`config.mk`:
```
export PLATFORM = sky130hd
export DESIGN_NAME = sacl_ctrl
export DESIGN_NICKNAME = d
export VERILOG_FILES = /design/src/rtl/core/sacl_pkg.sv /design/src/rtl/core/sacl_ctrl.sv
export SDC_FILE = /design/constraint.sdc
export NUM_CORES = 1
export LEC_CHECK = 0
export BUFFER_PORTS_ARGS = -buffer_cell sky130_fd_sc_hd__buf_2
export CAP_MARGIN = 0
export CORE_AREA = 2 2 39 41
export DETAILED_ROUTE_END_ITERATION = 16
export DIE_AREA = 0 0 41 43
export SLEW_MARGIN = 20
export SYNTH_ARGS = -nofsm -noshare
export SYNTH_HDL_FRONTEND = slang
export SYNTH_SLANG_ARGS = --single-unit
```
`constraint.sdc`:
```
create_clock -name clk -period 1.5 [get_ports clk]
set_input_delay 0.3 -clock clk [delete_from_list [all_inputs] [get_ports clk]]
set_output_delay 0.3 -clock clk [all_outputs]
set_load 0.02 [all_outputs]
```
`src/rtl/core/sacl_pkg.sv`:
```
// ============================================================================
// sacl_pkg
// shared types and constants of the set-associative cache lru simulator
// ============================================================================
package sacl_pkg;

	// configuration port
	localparam int CFG_INDEX_W = 2;
	localparam int CFG_DATA_W  = 6;

	localparam logic [CFG_INDEX_W-1:0] CFG_SET_BITS   = 2'd0;
	localparam logic [CFG_INDEX_W-1:0] CFG_BLOCK_BITS = 2'd1;
	localparam logic [CFG_INDEX_W-1:0] CFG_WAYS       = 2'd2;

	// access outcome codes
	localparam logic [1:0] OUTCOME_HIT   = 2'd0;
	localparam logic [1:0] OUTCOME_FILL  = 2'd1;
	localparam logic [1:0] OUTCOME_EVICT = 2'd2;

	localparam int STAMP_W = 32;
	localparam int COUNT_W = 32;

	// input beat
	typedef struct packed {
		logic        kind;
		logic [63:0] address;
	} sacl_in_t;

	// output beat
	typedef struct packed {
		logic [1:0]         outcome;
		logic               last;
		logic [COUNT_W-1:0] hit_total;
		logic [COUNT_W-1:0] miss_total;
		logic [COUNT_W-1:0] evict_total;
	} sacl_out_t;

	// controller to datapath
	typedef struct packed {
		logic load;     // capture the accepted address
		logic clr_step; // write one zero row of the clearing sweep
		logic read;     // issue the set read
		logic eval;     // register the set search
		logic commit;   // write back the row, update totals, load output
		logic last;     // final access of the item
	} sacl_cmd_t;

	// datapath to controller
	typedef struct packed {
		logic clr_done;
	} sacl_sts_t;

endpackage

```
`src/rtl/core/sacl_ctrl.sv`:
```
// ============================================================================
// sacl_ctrl
// sequencing of the clearing sweep, the accesses of an item and the output beat
// ============================================================================
module sacl_ctrl
	import sacl_pkg::*;
(
	input  logic      clk,
	input  logic      arst_n,
	input  logic      in_valid,
	input  logic      in_kind,
	output logic      in_stall,
	output logic      out_valid,
	input  logic      out_stall,
	output sacl_cmd_t cmd,
	input  sacl_sts_t sts
);

	typedef enum logic [4:0] {
		ST_CLEAR = 5'b00001,
		ST_IDLE  = 5'b00010,
		ST_READ  = 5'b00100,
		ST_EVAL  = 5'b01000,
		ST_WRITE = 5'b10000
	} state_t;

	state_t state_q;
	state_t state_d;
	logic   second_q;
	logic   out_valid_q;
	logic   out_free;
	logic   accept;
	logic   commit;

	assign out_free = !out_valid_q || !out_stall;
	assign accept   = (state_q == ST_IDLE) && in_valid;
	assign commit   = (state_q == ST_WRITE) && out_free;

	assign in_stall  = (state_q != ST_IDLE);
	assign out_valid = out_valid_q;

	always_comb begin
		cmd          = '0;
		cmd.load     = accept;
		cmd.clr_step = (state_q == ST_CLEAR);
		cmd.read     = (state_q == ST_READ);
		cmd.eval     = (state_q == ST_EVAL);
		cmd.commit   = commit;
		cmd.last     = !second_q;
	end

	always_comb begin
		state_d = state_q;
		case (state_q)
			ST_CLEAR: begin
				if (sts.clr_done) begin
					state_d = ST_IDLE;
				end
			end
			ST_IDLE: begin
				if (in_valid) begin
					state_d = ST_READ;
				end
			end
			ST_READ:  state_d = ST_EVAL;
			ST_EVAL:  state_d = ST_WRITE;
			ST_WRITE: begin
				if (out_free) begin
					state_d = second_q ? ST_READ : ST_IDLE;
				end
			end
			default:  state_d = ST_IDLE;
		endcase
	end

	always_ff @(posedge clk or negedge arst_n) begin
		if (!arst_n) begin
			state_q     <= ST_CLEAR;
			second_q    <= 1'b0;
			out_valid_q <= 1'b0;
		end else begin
			state_q <= state_d;
			if (accept) begin
				second_q <= in_kind;
			end else if (commit) begin
				second_q <= 1'b0;
			end
			if (commit) begin
				out_valid_q <= 1'b1;
			end else if (!out_stall) begin
				out_valid_q <= 1'b0;
			end
		end
	end

endmodule

```
==> results of run 1 <==
## cell usage after synthesis, drive strengths merged
master	count
dfrtp	6
nor2	6
nand2	4
buf	3
o21ai	3
and3	2
and3b	2
nand3	2
nor2b	2
a211oi	1
a21o	1
a21oi	1
a31oi	1
and4	1
dfstp	1
inv	1
nor3	1
o31ai	1
or2	1
xor2	1
## cell type report
class,instances,area (um^2)
fill,137,774
inverter,1,3.75
tap,16,20.0
clock buffer,4,26.3
timing repair buffer,21,151
multi-input combinational,30,228
sequential,7,180
## what timing repair did
item	4_1_cts	5_1_grt
pin swaps	3	5
endpoints found under the setup margin	6	5
gates resized for setup	9	7
setup buffers	2	3
endpoints found under the hold margin	6	0
hold buffers	1	0
## cells in the final DEF (no fill, tap or decap), types with 2 or more instances in the layout
cell and instances:
and3_4 2, and3b_1 2, buf_2 8, buf_4 9, buf_6 3, clkbuf_4 3
dfrtp_1 3, dfrtp_2 3, nand2_1 3, nand3_1 2, nor2_1 5, o21ai_0 2
## routing by layer
metal  share of wire [%]  global-route usage, %  wire length (um)
met2                  49                   16.9               480
met4                 1.9                   12.0                19
met3                 4.2                   5.76                41
met5                   0                      0                 0
met1                  45                   17.3               434
## cells by family (layout without fill, tap and decap cells)
| group | after synthesis | after routing | synth area share (%) |
|---|---|---|---|
| AND/OR/NAND/NOR | 21 | 21 | 32.8 |
| flip-flops | 7 | 7 | 43.3 |
| buffers and inverters | 4 | 26 | 5.83 |
| AO/OA/AOI/OAI | 8 | 8 | 16.0 |
| XOR/XNOR | 1 | 1 | 2.15 |
## through the flow
step                setup TNS (ns)  instances  hold WS [ns]  util (%)
global route                -0.596         79         0.179      44.0
floorplan                        0         41       0.00441         -
detailed placement               0         69         0.146      35.3
CTS                         -0.240         76         0.194      40.9
finish                      -0.231         79         0.200      44.0
global placement                 0         69         0.144      35.3
## path summary, 6_finish.rpt
check                                start    endpoint  slack [ns]  cells after the start
worst min register to register    second_q  state_q[2]        0.54                      1
max in group asynchronous           arst_n  state_q[0]        0.84                      2
worst max-delay path            state_q[3]      cmd[1]       -0.09                      4
worst max register to register  state_q[3]  state_q[1]        0.11                      6
min in group asynchronous           arst_n   out_valid        0.41                      2
worst min-delay path                   sts  state_q[0]        0.20                      2
## sequential cells by signal (all words and copies together) (netlist names)
register,cells
state_q,5
out_valid,1
second_q,1
## worst reg2reg max path, stage by stage (launching register included)
cell,delay [ns]
dfrtp_2,0.44
nor3_4,0.24
nand2_2,0.10
buf_4,0.14
buf_4,0.13
nor2_1,0.16
a211oi_2,0.06
## where the power goes
part           leakage (nW)  internal, mW  switching (mW)
combinational         0.199         0.264           0.267
sequential           0.0840         0.248          0.0892
clock                0.0150         0.102          0.0693
total                 0.298         0.613           0.426
==> flow_summary_export.csv, run 1 <==
group,metric,value,unit
run,cap_violations,0,
placed_design,placed_cell_area,488,um^2
sta,fin_skew,0.00929,ns
routing,routed_wirelength,975,um
setup_path,path_class,"flip-flop to primary output",
placed_design,pre_cts_ws,0.0840,ns
clock_tree,cts_tree,"built",
sta,hold_viol_final,0,
clock_tree,cts_buffer_depth,2,
floorplanning,coreArea,1380,um^2
final_layout,fin_nets,70,
run_status,violations,"negative setup slack",
routing,via_per_inst,4.56,
clock_tree,path_clk_slew,0.05,ns
routing,drt-pass1-iter-count,4,
setup_path,end_kind,"primary output",
synth,synth-seq-area-share,43.3,%
routing,drc_errors,0,
sta,worst-slew-pin-transition,0.229,ns
synth,ys_top_cells_by_area,"dfrtp_1 (37%), dfstp_2 (6.4%), nor2_1 (5.5%), and3b_1 (4.3%), a21oi_4 (4.0%)",
clock_tree,htree_levels,1,
clock_tree,cts_sinks,7,
pwr,power_density,1710,nW/um^2
synth,yosysTopAreaCellShare,36.8,%
floorplanning,num_rows,14,
sta,rsz0062_at_grt,"true",
floorplanning,die-area,1760,um^2
setup_path,cp_num_buf_inv,1,
placed_design,port-buffer-count,13,
setup_path,path_max_fanout,5,
routing,via_count,360,
grt,grt_max_degree,8,
synth,avgSynthCellArea,9.95,um^2
sta,fin_ws,-0.0886,ns
sta,setup_viol,4,
pwr,leakagePower,0.298,nW
final_layout,final_area,609,um^2
floorplanning,initial_utilization,29.5,%
clock_tree,clockRootBuffer,"clkbuf_4",
final_layout,layout-drive-gt1-share,58.7,%
synth,syn_nets,47,
placed_design,place_congestion,0.730,
setup_path,arrival,1.29,ns
setup_path,critPathLaunchType,"flip-flop",
min_path,hold_class,"input port to flip-flop",
clock_tree,numCtsBuffers,3,
grt,grt-ovfl-total,0,
floorplanning,die_w,41,um
grt,grt_use_total,13.7,%
grt,grt_pass1_wl,1500,um
sta,fin_crit,1.59,ns
final_layout,syn_to_final_growth,49.4,%
setup_path,cp_top_family,"flip-flops",
floorplanning,die_y,43,um
routing,antenna_left,0,
synth,ys_ff_latch,7,
setup_path,cp_cell_sequence,"nor3_4 > nand2_2 > a21oi_4 > buf_6",
final_layout,diodes,0,
routing,routedWlPerCell,12.3,um
sta,fin_crit_sh,106,%
routing,drt_iter0_drc,3,
sta,fmax,629,MHz
setup_path,cp.required,1.20,ns
floorplanning,io_pins,14,
grt,first_global_vias,351,
run_status,status,"finished with violations",
synth,synth_top_area_cell,"dfrtp_1",
setup_path,crit_path_top_delay_cell,"dfrtp_2",
clock_tree,clock_latency,0.25,ns
pwr,irDropWorstVdd,0.622,mV
grt,grt_antenna_before_repair,0,
sta,slew_headroom,84.8,%
placed_design,hpwlAfterDp,646,um
synth,synth.distinct_cells,25,
pwr,finalPower,1.04,mW
synth,syn_inst,41,
synth,syn_area,408,um^2
setup_path,cpPeakStageDelay,0.44,ns
sta,report.final.slew_viol_count,0,
synth,ys_warn_count,0,
Power figures use the tool's default switching activity.
==> inputs of run 2 (changes only) <==
--- a/config.mk
+++ b/config.mk
@@ -5,11 +5,15 @@
 export SDC_FILE = /design/constraint.sdc
 export NUM_CORES = 1
 export LEC_CHECK = 0
+export ABC_AREA = 1
 export BUFFER_PORTS_ARGS = -buffer_cell sky130_fd_sc_hd__buf_2
 export CAP_MARGIN = 0
-export CORE_AREA = 2 2 39 41
+export CELL_PAD_IN_SITES_DETAIL_PLACEMENT = 0
+export CELL_PAD_IN_SITES_GLOBAL_PLACEMENT = 1
+export CORE_MARGIN = 2
+export CORE_UTILIZATION = 32
 export DETAILED_ROUTE_END_ITERATION = 16
-export DIE_AREA = 0 0 41 43
+export PLACE_DENSITY_LB_ADDON = 0.1
 export SLEW_MARGIN = 20
 export SYNTH_ARGS = -nofsm -noshare
 export SYNTH_HDL_FRONTEND = slang
==> run 2 against run 1 <==
Against the previous run: the flow still finishes with violations (negative setup slack); global-route usage up 0.37 points; clock power up 4%; non-clock buffer count increased by 7; worst hold slack improved by 0.046 ns; power grew 24%.
==> flow_summary_export.csv, run 2 <==
group,metric,value,unit
run_status,status,"finished with violations",
floorplanning,die-area,1660,um^2
synth,ys_ff_latch,7,
pwr,power_density,1840,nW/um^2
routing,via_per_inst,4.23,
clock_tree,cts_buffer_depth,2,
setup_path,path_max_fanout,3,
clock_tree,clockRootBuffer,"clkbuf_4",
sta,worst-slew-pin-transition,0.260,ns
placed_design,hpwlAfterDp,719,um
clock_tree,cts_sinks,7,
routing,routedWlPerCell,9.22,um
final_layout,layout-drive-gt1-share,53.8,%
synth,avgSynthCellArea,7.08,um^2
routing,via_count,448,
floorplanning,die_w,40.7,um
sta,report.final.slew_viol_count,0,
setup_path,cp.required,1.20,ns
floorplanning,coreArea,1280,um^2
setup_path,critPathLaunchType,"flip-flop",
final_layout,largest_reg_flops,5,
final_layout,final_common_cell,"buf_4",
pwr,irDropWorstVdd,0.944,mV
grt,grt-ovfl-total,0,
grt,grt_pass1_wl,1480,um
synth,yosysTopAreaCellShare,34.8,%
final_layout,postLayoutCoreUtil,54.5,%
synth,synth-seq-area-share,40.9,%
clock_tree,cts_tree,"built",
final_layout,mostFrequentLayoutCells,"buf_4 (15), nand2_1 (13), inv_1 (9)",
final_layout,largest_register,"state_q",
floorplanning,initial_utilization,33.6,%
synth,post-synth-top-count-cell,"nand2_1",
clock_tree,path_clk_slew,0.06,ns
grt,grt_use_total,14.1,%
clock_tree,numCtsBuffers,3,
setup_path,cpPeakStageDelay,0.58,ns
sta,setup_viol,6,
routing,drc_errors,0,
setup_path,arrival,1.26,ns
run_status,violations,"negative setup slack",
routing,drt-pass1-iter-count,2,
floorplanning,io_pins,14,
synth,synthArstFlopShare,100,%
clock_tree,htree_levels,1,
synth,ys_top_cells_by_count,"nand2_1 (14), inv_1 (13), nor2_1 (8)",
sta,rsz0062_at_grt,"true",
synth,ys_top_cells_by_area,"dfrtp_1 (35%), nand2_1 (12%), inv_1 (11%), nor2_1 (7.0%), dfstp_2 (6.1%)",
grt,first_global_vias,368,
setup_path,cp_cell_sequence,"inv_2 > nor2_4 > nand2_1 > nor2_1 > buf_4",
setup_path,crit_path_top_delay_cell,"dfstp_2",
synth,synthFlopType,"dfrtp_1",
synth,ys_warn_count,0,
clock_tree,clock_latency,0.25,ns
synth,synth.distinct_cells,17,
setup_path,end_kind,"primary output",
final_layout,fin_nets,98,
synth,syn_nets,67,
final_layout,instances_no_fill,106,
synth,synth_top_area_cell,"dfrtp_1",
sta,slew_headroom,82.6,%
placed_design,port-buffer-count,13,
sta,hold_viol_final,0,
sta,fin_crit_sh,104,%
final_layout,syn_to_final_growth,62.3,%
run,cap_violations,0,
floorplanning,die_y,40.7,um
routing,antenna_left,0,
sta,fin_crit,1.56,ns
synth,synth_edf_count,0,
min_path,hold_class,"input port to flip-flop",
floorplanning,num_rows,13,
routing,routed_wirelength,977,um
grt,grt_antenna_before_repair,0,
sta,fin_ws,-0.0588,ns
synth,syn_area,432,um^2
routing,drt_iter0_drc,4,
placed_design,dp_cells,88,
sta,fin_skew,0.00580,ns
sta,fmax,642,MHz
pwr,leakagePower,0.406,nW
placed_design,place_congestion,0.744,
synth,syn_inst,61,
grt,grt_max_degree,8,
setup_path,path_class,"flip-flop to primary output",
final_layout,diodes,0,
-- run 2: cells by family after synthesis --
| family | count (synthesis) | share of synthesized area, % |
|---|---|---|
| AOI/OAI and AO/OA | 3 | 4.06 |
| DFF | 7 | 40.9 |
| buffers and inverters | 18 | 17.4 |
| and+or+nand+nor | 33 | 37.7 |
-- run 2: layout make-up --
class | count | area [um^2]
fill | 132 | 584
timing repair buffer | 28 | 214
multi-input combinational | 36 | 204
sequential | 7 | 178
inverter | 16 | 60.1
clock buffer | 4 | 26.3
tap | 15 | 18.8
-- run 2: worst paths after layout --
check	end	start	cells past startpoint	slack [ns]
min in group asynchronous	second_q	arst_n	2	0.41
max reg2reg	state_q[1]	state_q[2]	10	0.14
min reg2reg	second_q	second_q	2	0.50
max	cmd[4]	state_q[0]	5	-0.06
min	second_q	in_kind	3	0.25
max in group asynchronous	state_q[0]	arst_n	2	0.85
-- run 2: critical path: cells and delay by family (launching register included) --
| family | cells | cell delay, ns |
|---|---|---|
| buffers and inverters | 2 | 0.20 |
| and+or+nand+nor | 3 | 0.23 |
| DFF | 1 | 0.58 |
-- run 2: metal layers --
layer	share of wire (%)	wire length, um	vias up	global-route usage [%]
li1	-	-	241	-
met1	45	443	197	16.9
met2	50	486	8	23.0
met3	3.7	36	2	4.89
met4	1.0	10	0	5.00
met5	0	0	-	0
-- run 2: repair_timing --
item	4_1_cts	5_1_grt
hold buffers	1	0
resized for setup	14	8
setup buffers	8	5
pin swaps	3	5
endpoints found under the hold margin	6	0
endpoints found under the setup margin	5	5
-- run 2: through the flow --
stage          worst slack, ns  area [um^2]  hold slack (ns)  TNS, ns  total power, mW
3_3_place_gp             0.162          508            0.151        0            0.814
5_1_grt                 -0.154          701            0.257   -0.751             1.40
2_1_floorplan           0.0183          432          0.00441        0            0.696
3_5_place_dp             0.161          508            0.147        0            0.811
6_report               -0.0588          701            0.246   -0.198             1.29
4_1_cts                -0.0525          634            0.248   -0.214             1.14
-- run 2: power breakdown --
part | switching, mW | internal [mW]
clock network | 0.0750 | 0.102
registers | 0.0609 | 0.248
logic | 0.395 | 0.406
total | 0.531 | 0.756
==> inputs of run 3 (changes only) <==
--- a/config.mk
+++ b/config.mk
@@ -14,7 +14,9 @@
 export CORE_UTILIZATION = 32
 export DETAILED_ROUTE_END_ITERATION = 16
 export PLACE_DENSITY_LB_ADDON = 0.1
+export RECOVER_POWER = 25
 export SLEW_MARGIN = 20
 export SYNTH_ARGS = -nofsm -noshare
 export SYNTH_HDL_FRONTEND = slang
 export SYNTH_SLANG_ARGS = --single-unit
+export TNS_END_PERCENT = 1
==> run 3 against run 2 <==
Against the previous run: sequential share of layout area increased by 1.3 points; sequential power hardly changed; highest routed layer unchanged; critical path depth stayed put; sequential cell count stayed put; non-clock buffer count decreased by 4; the flow still finishes with violations (negative setup slack); combinational power down 6.2%; first-iteration DRC count decreased by 50%; worst setup slack worse by 0.0012 ns; power down 4.1%; register-to-register slack hardly changed.
==> flow_summary_export.csv, run 3 (synthesis results as in run 2) <==
group,metric,value,unit
sta,fin_crit,1.56,ns
run_status,status,"finished with violations",
sta,fmax,641,MHz
setup_path,end_kind,"primary output",
floorplanning,die-area,1660,um^2
floorplanning,initial_utilization,33.6,%
final_layout,mostFrequentLayoutCells,"nand2_1 (13), buf_4 (12), inv_1 (9)",
final_layout,final_common_cell,"nand2_1",
min_path,holdCritStartpoint,"in_kind",
grt,first_global_vias,358,
final_layout,postLayoutCoreUtil,51.8,%
floorplanning,die_w,40.7,um
setup_path,r2r_cells,10,
floorplanning,num_rows,13,
sta,worst-slew-pin-transition,0.425,ns
final_layout,layout-drive-gt1-share,50.6,%
clock_tree,path_clk_slew,0.06,ns
routing,via_per_inst,4.16,
routing,routed_wirelength,955,um
sta,report.final.slew_viol_count,0,
floorplanning,die_y,40.7,um
placed_design,port-buffer-count,13,
clock_tree,clock_latency,0.25,ns
clock_tree,htree_levels,1,
setup_path,cp.required,1.20,ns
min_path,hold_depth,3,
setup_path,cp_cell_sequence,"inv_2 > nor2_4 > nand2_1 > nor2_1 > buf_4",
grt,grt_use_total,13.8,%
final_layout,largest_register,"state_q",
final_layout,fillCellCount,132,
grt,grt-ovfl-total,0,
routing,drc_errors,0,
final_layout,multi_input_area,204,um^2
setup_path,r2r_start,"state_q[3]",
sta,fin_crit_sh,104,%
clock_tree,cts_sinks,7,
pwr,power_density,1850,nW/um^2
final_layout,syn_to_final_growth,54.2,%
final_layout,seq_area,178,um^2
sta,rsz0062_at_grt,"true",
sta,fin_setup_tns,-0.237,ns
setup_path,reg2reg_slack,0.13,ns
clock_tree,cts_buffer_depth,2,
placed_design,place_congestion,0.744,
sta,setup_viol,6,
run_status,violations,"negative setup slack",
clock_tree,clockRootBuffer,"clkbuf_4",
sta,slew_headroom,71.6,%
routing,via_count,424,
sta,hold_viol_final,0,
sta,fin_skew,0.00381,ns
routing,routedWlPerCell,9.36,um
floorplanning,coreArea,1280,um^2
run,cap_violations,0,
setup_path,arrival,1.26,ns
grt,grt_max_degree,8,
setup_path,path_max_fanout,3,
clock_tree,numCtsBuffers,3,
pwr,irDropWorstVdd,0.921,mV
min_path,hold_end,"second_q",
final_layout,diodes,0,
placed_design,hpwlAfterDp,719,um
routing,drt_iter0_drc,2,
min_path,hold_class,"input port to flip-flop",
setup_path,cpPeakStageDelay,0.58,ns
final_layout,largest_reg_flops,5,
routing,antenna_left,0,
clock_tree,cts_tree,"built",
grt,grt_antenna_before_repair,0,
sta,fin_ws,-0.0600,ns
routing,drt-pass1-iter-count,2,
pwr,leakagePower,0.383,nW
grt,grt_pass1_wl,1450,um
setup_path,path_class,"flip-flop to primary output",
setup_path,crit_path_top_delay_cell,"dfstp_2",
setup_path,critPathLaunchType,"flip-flop",
final_layout,fin_nets,94,
floorplanning,io_pins,14,
setup_path,r2r-end,"state_q[1]",
-- run 3: cell types whose count changed in the layout (fill, tap and decap cells not counted) --
cell / previous run / this run
buf_6: 5 / 4
buf_4: 15 / 12
buf_2: 7 / 6
clkbuf_1: 1 / 2
-- run 3: through the flow --
step                      std cells  power, mW  setup WS [ns]  hold slack [ns]  cell area (um^2)
after floorplan                  61      0.696         0.0183          0.00441               432
after global placement           88      0.814          0.162            0.151               508
after detailed placement         88      0.811          0.161            0.147               508
after CTS                        98       1.11        -0.0582            0.248               608
after global routing            102       1.34         -0.154            0.257               666
final                           102       1.23        -0.0600            0.248               666
-- run 3: repair_timing --
item	in CTS	in global routing
pin swaps	3	3
hold buffers	1	0
resized for setup	13	8
cloned	0	0
hold endpoints to repair	6	0
endpoints found under the setup margin	5	5
setup buffers	5	4
-- run 3: worst max path at each step --
stage,startpoint,to,slack (ns)
detailed placement,state_q[3],cmd[5],0.16
global route,state_q[0],cmd[4],-0.15
floorplan,state_q[1],cmd[3],0.02
CTS,state_q[3],cmd[3],-0.06
global placement,state_q[3],cmd[1],0.16
finish,state_q[0],cmd[4],-0.06
-- run 3: layout make-up --
type / instances / share of cell area [%]
inverter: 16 / 9.02
multi-input combinational: 36 / 30.6
timing repair buffer: 24 / 26.9
tap: 15 / 2.82
clock buffer: 4 / 3.95
sequential: 7 / 26.7
-- run 3: where the power goes --
group	total [mW]	switching (mW)	leakage [nW]	internal, mW
registers	0.308	0.0597	0.0866	0.248
clock network	0.175	0.0735	0.0150	0.102
logic	0.751	0.388	0.282	0.363
-- run 3: worst max-delay path: cells and delay by family (launching register included) --
family | cells | cell delay (ns)
flops | 1 | 0.58
simple gates | 3 | 0.23
buf+inv | 2 | 0.20
-- run 3: routing by layer --
metal / track usage, % / share of wire, % / vias up
met2: 22.2 / 46 / 9
met1: 16.9 / 49 / 181
met5: 0 / 0 / -
met4: 5.00 / 1.0 / 0
li1: - / - / 232
met3: 4.89 / 4.0 / 2
